<file path="config.mk">
export PLATFORM = sky130hd
export DESIGN_NAME = tableau_stream_router_unit_flat
export DESIGN_NICKNAME = d
export VERILOG_FILES = /design/src/tsr_pkg.sv /design/src/tsr_if.sv /design/src/tsr_front.sv /design/src/tsr_queue.sv /design/src/tsr_back.sv /design/src/tableau_stream_router_unit.sv /design/src/flat_wrapper.sv
export SDC_FILE = /design/constraint.sdc
export NUM_CORES = 1
export LEC_CHECK = 0
export BUFFER_PORTS_ARGS = -buffer_cell sky130_fd_sc_hd__buf_4
export CORE_MARGIN = 2
export CORE_UTILIZATION = 54
export DETAILED_ROUTE_END_ITERATION = 10
export PLACE_DENSITY = 0.78
export SLEW_MARGIN = 20
export SYNTH_ARGS = -nofsm -noshare
export SYNTH_HDL_FRONTEND = slang
export SYNTH_HIERARCHICAL = 1
export SYNTH_SLANG_ARGS = --single-unit
</file>
<file path="constraint.sdc">
create_clock -name clk -period 7.1 [get_ports clk]
set_clock_uncertainty 0.15 [all_clocks]
set_input_delay 0 -clock clk [delete_from_list [all_inputs] [get_ports clk]]
set_output_delay 0 -clock clk [all_outputs]
set_load 0.01 [all_outputs]
</file>
<file path="src/tsr_pkg.sv">
`default_nettype none

package tsr_pkg;

    localparam int WordW      = 32;
    localparam int AccW       = 24;
    localparam int OffsetW    = 26;
    localparam int AddrW      = 27;
    localparam int IndexW     = 21;
    localparam int SlotW      = 10;
    localparam int RhsCountW  = 11;
    localparam int CellCountW = 21;
    localparam int CfgIndexW  = 2;
    localparam int CfgDataW   = 27;
    localparam int QueueDepth = 4;

    localparam logic [OffsetW-1:0] OffsetReset  = 26'h07B98A0;
    localparam logic [AddrW-1:0]   LimitReset   = 27'h7FFFFFF;
    localparam logic [IndexW-1:0]  WordIndexMax = 21'h1FFFFF;
    localparam logic [1:0]         LastPhase    = 2'd3;

    localparam logic [CfgIndexW-1:0] REG_STORE_OFFSET = 2'd0;
    localparam logic [CfgIndexW-1:0] REG_STORE_LIMIT  = 2'd1;

    typedef enum logic [1:0] {
        KIND_ROWS = 2'd0,
        KIND_COLS = 2'd1,
        KIND_CELL = 2'd2
    } tsr_kind_t;

    typedef struct packed {
        logic             restart;
        logic [WordW-1:0] word;
    } tsr_entry_t;

endpackage

`default_nettype wire

</file>
<file path="src/tsr_if.sv">
`default_nettype none

interface tsr_byte_if;
    logic       valid;
    logic       ready;
    logic       action;
    logic [7:0] data_byte;

    modport source (output valid, action, data_byte, input ready);
    modport sink (input valid, action, data_byte, output ready);
endinterface

interface tsr_word_if;
    logic        valid;
    logic        ready;
    logic [31:0] word_value;
    logic [1:0]  word_kind;
    logic [26:0] store_address;
    logic        rhs_write;
    logic [9:0]  rhs_index;
    logic        obj_write;
    logic [9:0]  obj_index;
    logic        out_of_room;
    logic        start_solver;
    logic [20:0] cell_count;

    modport source (output valid, word_value, word_kind, store_address, rhs_write, rhs_index,
                    obj_write, obj_index, out_of_room, start_solver, cell_count,
                    input ready);
    modport sink (input valid, word_value, word_kind, store_address, rhs_write, rhs_index,
                  obj_write, obj_index, out_of_room, start_solver, cell_count,
                  output ready);
endinterface

interface tsr_cfg_if;
    logic        valid;
    logic        ready;
    logic [1:0]  index;
    logic [26:0] data;

    modport source (output valid, index, data, input ready);
    modport sink (input valid, index, data, output ready);
endinterface

`default_nettype wire

</file>
<file path="src/tsr_front.sv">
`default_nettype none

module tsr_front
    import tsr_pkg::*;
(
    input  wire logic       clk,
    input  wire logic       rst_n,
    tsr_byte_if.sink        bytes,
    output tsr_entry_t      push_entry,
    output logic            push_valid,
    input  wire logic       push_ready
);

    logic [1:0]     phase_reg;
    logic [1:0]     phase_next;
    logic [AccW-1:0] acc_reg;
    logic [AccW-1:0] acc_next;
    logic           accept;

    assign bytes.ready        = push_ready;
    assign accept             = bytes.valid && push_ready;
    assign push_valid         = bytes.valid && (bytes.action || phase_reg == LastPhase);
    assign push_entry.restart = bytes.action;
    assign push_entry.word    = {acc_reg, bytes.data_byte};

    always_comb
    begin
        phase_next = phase_reg;
        acc_next   = acc_reg;
        if (accept)
        begin
            if (bytes.action || phase_reg == LastPhase)
            begin
                phase_next = '0;
                acc_next   = '0;
            end
            else
            begin
                phase_next = phase_reg + 2'd1;
                acc_next   = {acc_reg[AccW-9:0], bytes.data_byte};
            end
        end
    end

    always_ff @(posedge clk or negedge rst_n)
    begin
        if (!rst_n)
        begin
            phase_reg <= '0;
            acc_reg   <= '0;
        end
        else
        begin
            phase_reg <= phase_next;
            acc_reg   <= acc_next;
        end
    end

endmodule

`default_nettype wire

</file>
<file path="src/tsr_queue.sv">
`default_nettype none

module tsr_queue
    import tsr_pkg::*;
(
    input  wire logic       clk,
    input  wire logic       rst_n,
    input  wire tsr_entry_t push_entry,
    input  wire logic       push_valid,
    output logic            push_ready,
    output tsr_entry_t      pop_entry,
    output logic            pop_valid,
    input  wire logic       pop_ready
);

    localparam int PtrW   = $clog2(QueueDepth);
    localparam int CountW = $clog2(QueueDepth + 1);

    tsr_entry_t        slot_reg [QueueDepth];
    logic [PtrW-1:0]   wr_ptr_reg;
    logic [PtrW-1:0]   rd_ptr_reg;
    logic [CountW-1:0] count_reg;
    logic              do_push;
    logic              do_pop;

    assign push_ready = count_reg != CountW'(QueueDepth);
    assign pop_valid  = count_reg != '0;
    assign pop_entry  = slot_reg[rd_ptr_reg];
    assign do_push    = push_valid && push_ready;
    assign do_pop     = pop_valid && pop_ready;

    always_ff @(posedge clk)
    begin
        if (do_push)
        begin
            slot_reg[wr_ptr_reg] <= push_entry;
        end
    end

    always_ff @(posedge clk or negedge rst_n)
    begin
        if (!rst_n)
        begin
            wr_ptr_reg <= '0;
            rd_ptr_reg <= '0;
            count_reg  <= '0;
        end
        else
        begin
            if (do_push)
            begin
                wr_ptr_reg <= wr_ptr_reg + PtrW'(1);
            end
            if (do_pop)
            begin
                rd_ptr_reg <= rd_ptr_reg + PtrW'(1);
            end
            if (do_push && !do_pop)
            begin
                count_reg <= count_reg + CountW'(1);
            end
            else if (do_pop && !do_push)
            begin
                count_reg <= count_reg - CountW'(1);
            end
        end
    end

endmodule

`default_nettype wire

</file>
<file path="src/tsr_back.sv">
`default_nettype none

module tsr_back
    import tsr_pkg::*;
#(
    parameter int MAX_ROWS = 1024,
    parameter int MAX_COLS = 1024
)
(
    input  wire logic       clk,
    input  wire logic       rst_n,
    input  wire tsr_entry_t pop_entry,
    input  wire logic       pop_valid,
    output logic            pop_ready,
    tsr_cfg_if.sink         cfg,
    tsr_word_if.source      words
);

    localparam int RW   = $clog2(MAX_ROWS + 1);
    localparam int CW   = $clog2(MAX_COLS + 1);
    localparam int PW   = RW + CW;
    localparam int CmpW = ((PW > IndexW) ? PW : IndexW) + 1;
    localparam int ObjW = (CW > SlotW) ? CW : SlotW;
    localparam logic [WordW-1:0] MaxRowsW = WordW'(MAX_ROWS);
    localparam logic [WordW-1:0] MaxColsW = WordW'(MAX_COLS);

    typedef struct packed {
        logic [WordW-1:0]      word_value;
        tsr_kind_t             word_kind;
        logic [AddrW-1:0]      store_address;
        logic                  rhs_write;
        logic [SlotW-1:0]      rhs_index;
        logic                  obj_write;
        logic [SlotW-1:0]      obj_index;
        logic                  out_of_room;
        logic                  start_solver;
        logic [CellCountW-1:0] cell_count;
    } result_t;

    logic [OffsetW-1:0]   offset_reg, offset_next;
    logic [AddrW-1:0]     limit_reg, limit_next;
    logic [IndexW-1:0]    widx_reg, widx_next;
    logic [RW-1:0]        row_reg, row_next;
    logic [CW-1:0]        col_reg, col_next;
    logic [CW-1:0]        colpos_reg, colpos_next;
    logic [RhsCountW-1:0] rhs_cnt_reg, rhs_cnt_next;
    logic [CW-1:0]        obj_cnt_reg, obj_cnt_next;
    logic [PW-1:0]        cells_reg, cells_next;
    logic                 valid_reg, valid_next;
    result_t              res_reg, res_next;

    logic                 pop;
    logic [WordW-1:0]     word;
    logic [RW-1:0]        row_clamp;
    logic [CW-1:0]        col_clamp;
    logic [CW:0]          colpos_inc;
    logic [CmpW-1:0]      cells_ext;
    logic [ObjW-1:0]      obj_ext;
    logic [AddrW-1:0]     addr;

    assign pop        = pop_valid && pop_ready;
    assign pop_ready  = !valid_reg || words.ready;
    assign cfg.ready  = 1'b1;
    assign word       = pop_entry.word;
    assign row_clamp  = (word > MaxRowsW) ? RW'(MAX_ROWS) : word[RW-1:0];
    assign col_clamp  = (word > MaxColsW) ? CW'(MAX_COLS) : word[CW-1:0];
    assign colpos_inc = (CW+1)'(colpos_reg) + (CW+1)'(1);
    assign cells_ext  = CmpW'(cells_reg);
    assign obj_ext    = ObjW'(obj_cnt_reg);
    assign addr       = AddrW'(offset_reg) + AddrW'(widx_reg);

    always_comb
    begin
        offset_next  = offset_reg;
        limit_next   = limit_reg;
        if (cfg.valid)
        begin
            unique case (cfg.index)
                REG_STORE_OFFSET: offset_next = cfg.data[OffsetW-1:0];
                REG_STORE_LIMIT:  limit_next  = cfg.data;
                default:          ;
            endcase
        end
    end

    always_comb
    begin
        widx_next    = widx_reg;
        row_next     = row_reg;
        col_next     = col_reg;
        colpos_next  = colpos_reg;
        rhs_cnt_next = rhs_cnt_reg;
        obj_cnt_next = obj_cnt_reg;
        cells_next   = cells_reg;
        valid_next   = valid_reg && !words.ready;
        res_next     = res_reg;

        if (pop && pop_entry.restart)
        begin
            widx_next    = '0;
            row_next     = '0;
            col_next     = '0;
            colpos_next  = '0;
            rhs_cnt_next = '0;
            obj_cnt_next = '0;
            cells_next   = '0;
        end
        else if (pop)
        begin
            valid_next             = 1'b1;
            res_next.word_value    = word;
            res_next.word_kind     = KIND_CELL;
            res_next.store_address = addr;
            res_next.rhs_write     = 1'b0;
            res_next.rhs_index     = '0;
            res_next.obj_write     = 1'b0;
            res_next.obj_index     = '0;
            res_next.out_of_room   = addr > limit_reg;
            res_next.start_solver  = 1'b0;
            res_next.cell_count    = '0;

            if (widx_reg == IndexW'(0))
            begin
                res_next.word_kind = KIND_ROWS;
                row_next           = row_clamp;
            end
            else if (widx_reg == IndexW'(1))
            begin
                res_next.word_kind = KIND_COLS;
                col_next           = col_clamp;
                cells_next         = PW'(row_reg) * PW'(col_clamp);
            end
            else if (col_reg != '0)
            begin
                if (colpos_inc >= (CW+1)'(col_reg))
                begin
                    res_next.rhs_write = 1'b1;
                    res_next.rhs_index = rhs_cnt_reg[SlotW-1:0];
                    rhs_cnt_next       = rhs_cnt_reg + RhsCountW'(1);
                    colpos_next        = '0;
                end
                else
                begin
                    colpos_next = colpos_inc[CW-1:0];
                end
                if (obj_cnt_reg < col_reg)
                begin
                    res_next.obj_write = 1'b1;
                    res_next.obj_index = obj_ext[SlotW-1:0];
                    obj_cnt_next       = obj_cnt_reg + CW'(1);
                end
            end

            if (widx_reg != WordIndexMax)
            begin
                widx_next = widx_reg + IndexW'(1);
                if (widx_reg == IndexW'(1))
                begin
                    res_next.start_solver = (row_reg == '0) || (col_clamp == '0);
                end
                else if (widx_reg != IndexW'(0))
                begin
                    if (CmpW'(widx_reg) + CmpW'(1) == cells_ext + CmpW'(2))
                    begin
                        res_next.start_solver = 1'b1;
                        res_next.cell_count   = cells_ext[CellCountW-1:0];
                    end
                end
            end
        end
    end

    always_ff @(posedge clk)
    begin
        res_reg <= res_next;
    end

    always_ff @(posedge clk or negedge rst_n)
    begin
        if (!rst_n)
        begin
            offset_reg  <= OffsetReset;
            limit_reg   <= LimitReset;
            widx_reg    <= '0;
            row_reg     <= '0;
            col_reg     <= '0;
            colpos_reg  <= '0;
            rhs_cnt_reg <= '0;
            obj_cnt_reg <= '0;
            cells_reg   <= '0;
            valid_reg   <= 1'b0;
        end
        else
        begin
            offset_reg  <= offset_next;
            limit_reg   <= limit_next;
            widx_reg    <= widx_next;
            row_reg     <= row_next;
            col_reg     <= col_next;
            colpos_reg  <= colpos_next;
            rhs_cnt_reg <= rhs_cnt_next;
            obj_cnt_reg <= obj_cnt_next;
            cells_reg   <= cells_next;
            valid_reg   <= valid_next;
        end
    end

    assign words.valid         = valid_reg;
    assign words.word_value    = res_reg.word_value;
    assign words.word_kind     = res_reg.word_kind;
    assign words.store_address = res_reg.store_address;
    assign words.rhs_write     = res_reg.rhs_write;
    assign words.rhs_index     = res_reg.rhs_index;
    assign words.obj_write     = res_reg.obj_write;
    assign words.obj_index     = res_reg.obj_index;
    assign words.out_of_room   = res_reg.out_of_room;
    assign words.start_solver  = res_reg.start_solver;
    assign words.cell_count    = res_reg.cell_count;

endmodule

`default_nettype wire

</file>
<file path="src/tableau_stream_router_unit.sv">
`default_nettype none

// Tableau stream router. Takes byte beats on bytes and packs every four data bytes, most
// significant first, into a word; each word leaves on words as one beat via the queue and
// the output register, tagged as row count, column count or cell, with its external store
// address, right-hand-side and objective slots, an out-of-room flag, and a start flag with
// the cell count on the word that completes the tableau, or on the column count word of an
// empty tableau. A restart beat clears all counters in order with the words ahead of it and
// gives no output. Sustained rate is one byte per clock while words is not stalled, set by
// the byte packer; a four-word queue between packer and router absorbs stalls on words.
// Write store_offset and store_limit on cfg only while no words are in flight.
module tableau_stream_router_unit
    import tsr_pkg::*;
#(
    parameter int MAX_ROWS = 1024,
    parameter int MAX_COLS = 1024
)
(
    input  wire logic  clk,
    input  wire logic  rst_n,
    tsr_byte_if.sink   bytes,
    tsr_word_if.source words,
    tsr_cfg_if.sink    cfg
);

    tsr_entry_t push_entry;
    logic       push_valid;
    logic       push_ready;
    tsr_entry_t pop_entry;
    logic       pop_valid;
    logic       pop_ready;

    tsr_front u_front (
        .clk        (clk),
        .rst_n      (rst_n),
        .bytes      (bytes),
        .push_entry (push_entry),
        .push_valid (push_valid),
        .push_ready (push_ready)
    );

    tsr_queue u_queue (
        .clk        (clk),
        .rst_n      (rst_n),
        .push_entry (push_entry),
        .push_valid (push_valid),
        .push_ready (push_ready),
        .pop_entry  (pop_entry),
        .pop_valid  (pop_valid),
        .pop_ready  (pop_ready)
    );

    tsr_back #(
        .MAX_ROWS (MAX_ROWS),
        .MAX_COLS (MAX_COLS)
    ) u_back (
        .clk       (clk),
        .rst_n     (rst_n),
        .pop_entry (pop_entry),
        .pop_valid (pop_valid),
        .pop_ready (pop_ready),
        .cfg       (cfg),
        .words     (words)
    );

endmodule

`default_nettype wire

</file>
<file path="src/flat_wrapper.sv">
// flat-port wrapper written by rule: the top's interface ports become plain ports
module tableau_stream_router_unit_flat import tsr_pkg::*;
#(
    parameter int MAX_ROWS = 1024,
    parameter int MAX_COLS = 1024
)
  (clk, rst_n, bytes_valid, bytes_action, bytes_data_byte, bytes_ready, words_valid, words_word_value, words_word_kind, words_store_address, words_rhs_write, words_rhs_index, words_obj_write, words_obj_index, words_out_of_room, words_start_solver, words_cell_count, words_ready, cfg_valid, cfg_index, cfg_data, cfg_ready);
  tsr_byte_if bytes_i ();
  tsr_word_if words_i ();
  tsr_cfg_if cfg_i ();
  input  wire logic clk;
  input  wire logic rst_n;
  input wire logic [$bits(bytes_i.valid)-1:0] bytes_valid;
  input wire logic [$bits(bytes_i.action)-1:0] bytes_action;
  input wire logic [$bits(bytes_i.data_byte)-1:0] bytes_data_byte;
  output wire logic [$bits(bytes_i.ready)-1:0] bytes_ready;
  output wire logic [$bits(words_i.valid)-1:0] words_valid;
  output wire logic [$bits(words_i.word_value)-1:0] words_word_value;
  output wire logic [$bits(words_i.word_kind)-1:0] words_word_kind;
  output wire logic [$bits(words_i.store_address)-1:0] words_store_address;
  output wire logic [$bits(words_i.rhs_write)-1:0] words_rhs_write;
  output wire logic [$bits(words_i.rhs_index)-1:0] words_rhs_index;
  output wire logic [$bits(words_i.obj_write)-1:0] words_obj_write;
  output wire logic [$bits(words_i.obj_index)-1:0] words_obj_index;
  output wire logic [$bits(words_i.out_of_room)-1:0] words_out_of_room;
  output wire logic [$bits(words_i.start_solver)-1:0] words_start_solver;
  output wire logic [$bits(words_i.cell_count)-1:0] words_cell_count;
  input wire logic [$bits(words_i.ready)-1:0] words_ready;
  input wire logic [$bits(cfg_i.valid)-1:0] cfg_valid;
  input wire logic [$bits(cfg_i.index)-1:0] cfg_index;
  input wire logic [$bits(cfg_i.data)-1:0] cfg_data;
  output wire logic [$bits(cfg_i.ready)-1:0] cfg_ready;
  assign bytes_i.valid = bytes_valid;
  assign bytes_i.action = bytes_action;
  assign bytes_i.data_byte = bytes_data_byte;
  assign bytes_ready = bytes_i.ready;
  assign words_valid = words_i.valid;
  assign words_word_value = words_i.word_value;
  assign words_word_kind = words_i.word_kind;
  assign words_store_address = words_i.store_address;
  assign words_rhs_write = words_i.rhs_write;
  assign words_rhs_index = words_i.rhs_index;
  assign words_obj_write = words_i.obj_write;
  assign words_obj_index = words_i.obj_index;
  assign words_out_of_room = words_i.out_of_room;
  assign words_start_solver = words_i.start_solver;
  assign words_cell_count = words_i.cell_count;
  assign words_i.ready = words_ready;
  assign cfg_i.valid = cfg_valid;
  assign cfg_i.index = cfg_index;
  assign cfg_i.data = cfg_data;
  assign cfg_ready = cfg_i.ready;
  tableau_stream_router_unit #(.MAX_ROWS(MAX_ROWS), .MAX_COLS(MAX_COLS)) u_core (.clk(clk), .rst_n(rst_n), .bytes(bytes_i), .words(words_i), .cfg(cfg_i));
endmodule
</file>
Yosys cells after proc, flatten, opt, wreduce, memory -nomap -nowiden
Memory sizes are Yosys's and may differ from the RTL's.
Cells that the tools add are included.
{"block": "word_totals", "register_bits": 291, "ram_bits": 132, "wordCells": 148, "memories": 1}
{"block": "op_classes", "addsub": 12, "mul": 1, "n_lt_le_gt_ge": 4, "eq_ne": 8, "n_mux": 47, "bitwise_logic": 7, "reduce_logical": 43}
{"memory": "u_core.u_queue.slot_reg", "depth": 4, "word_bits": 33, "read_ports": 1, "rd_clocked_by_memory_dff": 0, "write_ports": 1, "line_no": "tsr_queue.sv:19", "text": "tsr_entry_t slot_reg [QueueDepth];"}
{"op": "two-way mux 11 bit", "n": 28}
{"op": "two-way mux 22 bit", "n": 6}
{"op": "two-way mux 21 bit", "n": 3}
{"op": "> comparator 32 x 11 -> 1 bit, second input constant", "n": 1}
{"op": "adder 26 x 21 -> 27 bit", "n": 1}
{"op": "> comparator 27 bit", "n": 1}
{"op": "two-way mux 24 bit", "n": 1}
{"op": "adder 22 x 2 -> 23 bit, second input constant", "n": 1}
{"op": "equality test 22 x 23 -> 1 bit", "n": 1}
{"op": "adder 11 x 1 -> 11 bit, second input constant", "n": 2}
{"op": "adder 21 x 1 -> 22 bit, second input constant", "n": 1}
{"op": "zero test 11 bit", "n": 2}
{"op": "multiplier 11 x 11 -> 22 bit", "n": 1}
{"op": "adder 21 x 1 -> 21 bit, second input constant", "n": 1}
{"op": "equality test 21 x 1 -> 1 bit, second input constant", "n": 1}
{"op": "zero test 21 bit", "n": 1}
{"op": "inequality test 21 bit, second input constant", "n": 1}
{"op": "nonzero test 21 bit", "n": 1}
{"op": "nonzero test 2 bit", "n": 8}
{"op": "adder 11 x 1 -> 12 bit, second input constant", "n": 1}
{"op": ">= comparator 12 x 11 -> 1 bit", "n": 1}
{"op": "OR reduction 4 bit", "n": 3}
{"op": "less-than comparator 11 bit", "n": 1}
{"op": "nonzero test 11 bit", "n": 1}
{"op": "other kinds (21)", "n": 53}

Logic depth before layout (Yosys ltp)
{"block": "logic_depth", "ltp_word": 8, "depth_mapped": 30, "depth_no_buf": 26}

Modules after synthesis
Netlist, hierarchy kept.
{"module": "tsr_back", "instances": 1, "cells_per_inst": 1659, "area_each_um2": 17364.2, "seq_area_each_um2": 7009.2}
{"module": "tsr_queue", "instances": 1, "cells_per_inst": 208, "area_each_um2": 5223.8, "seq_area_each_um2": 4139.0}
{"module": "tsr_front", "instances": 1, "cells_per_inst": 71, "area_each_um2": 1036.0, "seq_area_each_um2": 650.6}

Least setup slack after synthesis
OpenSTA, ideal clock, no wires.
{"block": "synth_timing", "path_kind": "register -> register", "from": "register u_core.u_queue.rd_ptr_reg[0]", "to": "register u_core.u_back.cells_reg[20]", "setup_ns": 0.121, "t_arrival_ns": 7.315, "required_ns": 6.829, "slack_ns": -0.486, "stages_incl_launch_ff": 28, "n_path_buf": 4, "synth_period_minus_slack_ns": 7.586, "cell_sequence": "dfrtp_1 > buf_6 > buf_12 > mux4_2 > or4_1 > nor4_1 > a21boi_0 > clkbuf_1 > and2_1 > clkbuf_1 > nand2_1 > fa_1 > fa_1 > fa_1 > inv_1 > fa_1 > inv_1 > fa_1 > inv_1 > ha_1 > nor3_1 > o211ai_1 > a41oi_1 > o32ai_1 > or4_1 > a31oi_1 > xnor2_1 > a22o_1"}
{"element": "start: declaration", "line_no": "tsr_queue.sv:21", "text": "logic [PtrW-1:0] rd_ptr_reg;"}
{"element": "start signal: assignment", "line_no": "tsr_queue.sv:56", "text": "rd_ptr_reg <= rd_ptr_reg + PtrW'(1);"}
{"element": "end signal: assignment", "line_no": "tsr_back.sv:203", "text": "cells_reg <= cells_next;"}
{"element": "end: declaration", "line_no": "tsr_back.sv:48", "text": "logic [PW-1:0] cells_reg, cells_next;"}

==> run_results.csv <==
group,metric,value,unit
critical_path,worstPathArrival,7920,ps
place,port_buffers,150,
timing,finalSetupViolations,11,
timing,rsz0062_at_grt,"true",
timing,tightest_slew,1070,ps
timing,hold_viol_final,0,
routing,drt-total-wl,59000,µm
global_routing,grt_pass1_vias,17200,
power_and_ir_drop,peakVddDrop,302,µV
floorplanning,fp.dieW,213,µm
floorplanning,dieArea,45400,µm²
synth,synth_edf_count,238,
clock_network,cts_tree,"built",
timing,drv_slew,0,
routing,vias,16700,
synth,ys_seq_elements,422,
final_layout,layout_common_cells,"buf_4 (251), edfxtp_1 (238), inv_1 (165), dfrtp_1 (145), ha_1 (131)",
clock_network,clkTransAtPathRegs,60,ps
final_layout,regArea,11800,µm²
timing,fin_crit_sh,107,%
global_routing,grt_pass1_wl,92500,µm
global_routing,grtUsageTotal,26.3,%
synth,synth.net_count,2205,
routing,firstDrtPassIters,6,
routing,vias_per_cell,5.84,
synth,ys_seq_area_share,49.9,%
final_layout,drive_gt1_share,25.3,%
synth,ys_types,73,
final_layout,fin_nets,2495,
final_layout,antennaDiodeCount,0,
clock_network,htree_levels,2,
final_layout,largest_reg_flops,132,
place,dpl.hpwl,39400,µm
floorplanning,core,43200,µm²
min_path,hold_class,"input port to register",
synth,synth-warning-count,6,
critical_path,crit_path_end_kind,"register",
timing,post-route-min-period,7590,ps
global_routing,antenna_found_initial,1,
routing,wl_per_cell,20.7,µm
final_layout,filler_cell_count,3076,
final_layout,final_common_cell,"buf_4",
critical_path,start_kind,"register",
final_layout,final_util,66.7,%
clock_network,cts_max_path_buffers,3,
synth,syn_avg_cell_area,12.2,µm²
floorplanning,row_count,76,
floorplanning,initial_core_util,54.7,%
clock_network,cts_buffers,45,
power_and_ir_drop,p_per_area,305,nW/µm²
synth,ys.flop_type,"edfxtp_1",
clock_network,cts.sinks,422,
floorplanning,die_h,213,µm
routing,drtIter0Drc,1401,
synth,syn-cell-area,23600,µm²
routing,drc_errors,0,
clock_network,clkLatencyLatePin,600,ps
outcome,violations,"setup timing",
global_routing,grt_max_degree,114,
place,place_ws,-539,ps
job,max-cap-violations,0,
final_layout,area_growth,21.9,%
routing,antenna_left,0,
timing,worst_slack,-490,ps
critical_path,crit_type,"register to register",
power_and_ir_drop,total_power,0.00879,W
critical_path,cp.required,7430,ps
final_layout,multi_input_area,11200,µm²
timing,fmax,132,MHz
global_routing,grt_overflow,0,
timing,slew_headroom,28.4,%
clock_network,root_buffer,"clkbuf_16",
critical_path,cp_max_fo,6,
floorplanning,ios,152,
place,gp_congestion,0.926,
outcome,status,"finished, violations left",
synth,synth_cells,1938,
power_and_ir_drop,leakagePower,12.7,nW
synth,synthArstFlopShare,43.6,%
-- logic make-up (layout without fill, tap and decap cells) --
family	Yosys count	after routing	share of synthesized area, %
compound gates	284	284	8.33
mux	108	108	6.69
fa+ha+maj	224	224	14.5
other cells	1	1	0.0159
simple gates	527	527	11.7
flops	422	422	49.9
buf+inv	263	590	4.73
xor+xnor	109	109	4.16
-- through the flow --
stage	instance area, µm²	TNS, ps	hold WS [ps]	instances
final	28800	-3130	34.0	2850
after global routing	28800	-5810	24.8	2850
after CTS	28600	-1270	4.92	2841
after detailed placement	25900	-3260	66.5	2686
after global placement	25900	-2430	61.2	2684
after floorplan	23700	0	-446	1938
-- area by class of cell --
class                   count  share of cell area, %
clock buffers              61                   4.43
clock inverters            23                   1.19
inverters                 173                   2.26
multi-input cells        1253                   38.7
flip-flops and latches    422                   41.0
well taps                 585                   2.54
repair buffers            333                   9.87
-- final timing paths --
kind                                              start                            to  slack [ps]  depth (start not counted)
max reg2reg                u_core/u_queue/rd_ptr_reg[0]   u_core/u_back/cells_reg[20]        -490                         27
max in group asynchronous                         rst_n  u_core/u_back/offset_reg[25]        4850                          5
min                                  bytes_data_byte[3]     u_core/u_front/acc_reg[3]          30                          3
max                        u_core/u_queue/rd_ptr_reg[0]   u_core/u_back/cells_reg[20]        -490                         27
min in group asynchronous                         rst_n      u_core/u_back/row_reg[3]         290                          3
min reg2reg                 u_core/u_back/colpos_reg[9]   u_core/u_back/colpos_reg[9]         360                          1
-- metal layers --
| layer | global-route usage, % | up-vias | routed length, µm |
|---|---|---|---|
| li1 | - | 7524 | - |
| met1 | 34.4 | 8358 | 24200 |
| met2 | 44.2 | 631 | 29100 |
| met3 | 4.50 | 141 | 3890 |
| met4 | 9.75 | 2 | 1800 |
| met5 | 0 | - | 13 |
-- synth_stat cells, types with 5 or more instances --
library cell	count	area [µm²]
nand2_1	125	469
and3_1	84	526
fa_1	82	1640
o31ai_1	13	97.6
nor3_1	23	115
mux4_1	5	131
nor2_1	90	338
nand2b_1	14	87.6
o21a_1	10	75.1
a22o_1	50	438
xor2_1	31	272
nor4_1	18	113
dfstp_2	38	998
o211ai_1	8	60.1
and2_2	11	82.6
mux4_2	28	631
ha_1	142	1780
a32o_1	14	140
a21o_1	23	173
and2_1	53	332
or3_1	5	31.3
xnor2_1	76	666
buf_4	11	82.6
edfxtp_1	238	7150
a31oi_1	12	75.1
nand3_1	38	190
clkbuf_1	62	233
nand4_1	29	181
a211oi_1	10	75.1
a21oi_1	48	240
buf_2	7	35.0
mux2_2	55	619
dfrtp_1	146	3650
nor2b_1	15	93.8
mux2i_1	20	200
and4_1	7	61.3
inv_1	172	646
o21ai_0	67	335
-- power by group --
group / switching (W) / internal, W / leakage (nW)
Combinational: 0.00154 / 0.00115 / 7.31
Clock: 0.00101 / 0.00150 / 0.786
Sequential: 0.000283 / 0.00330 / 4.62
-- repair_timing --
action,in CTS,in global routing
resized for setup,85,22
hold buffers,57,1
pin swaps,35,23
endpoints found under the setup margin,11,14
cloned,2,0
hold endpoints to repair,214,31
setup buffers,12,10
-- critical path, cell delays in order, from the launching register on --
cell and delay, ps:
dfrtp_2 460, buf_12 170, mux4_1 640, nor4_4 330
nand4_1 210, nor4_4 230, buf_4 180, a21boi_4 280
and2_4 240, buf_6 110, nand2_4 50, fa_1 580
fa_1 450, fa_1 510, inv_2 40, fa_1 520
inv_1 50, fa_1 480, inv_2 50, ha_4 170
nor3_4 150, o211ai_1 180, a41oi_2 260, o32ai_2 140
or4_4 420, a31oi_2 150, xnor2_1 80, a22o_1 170
No activity file was read; power rests on OpenSTA's default activity.
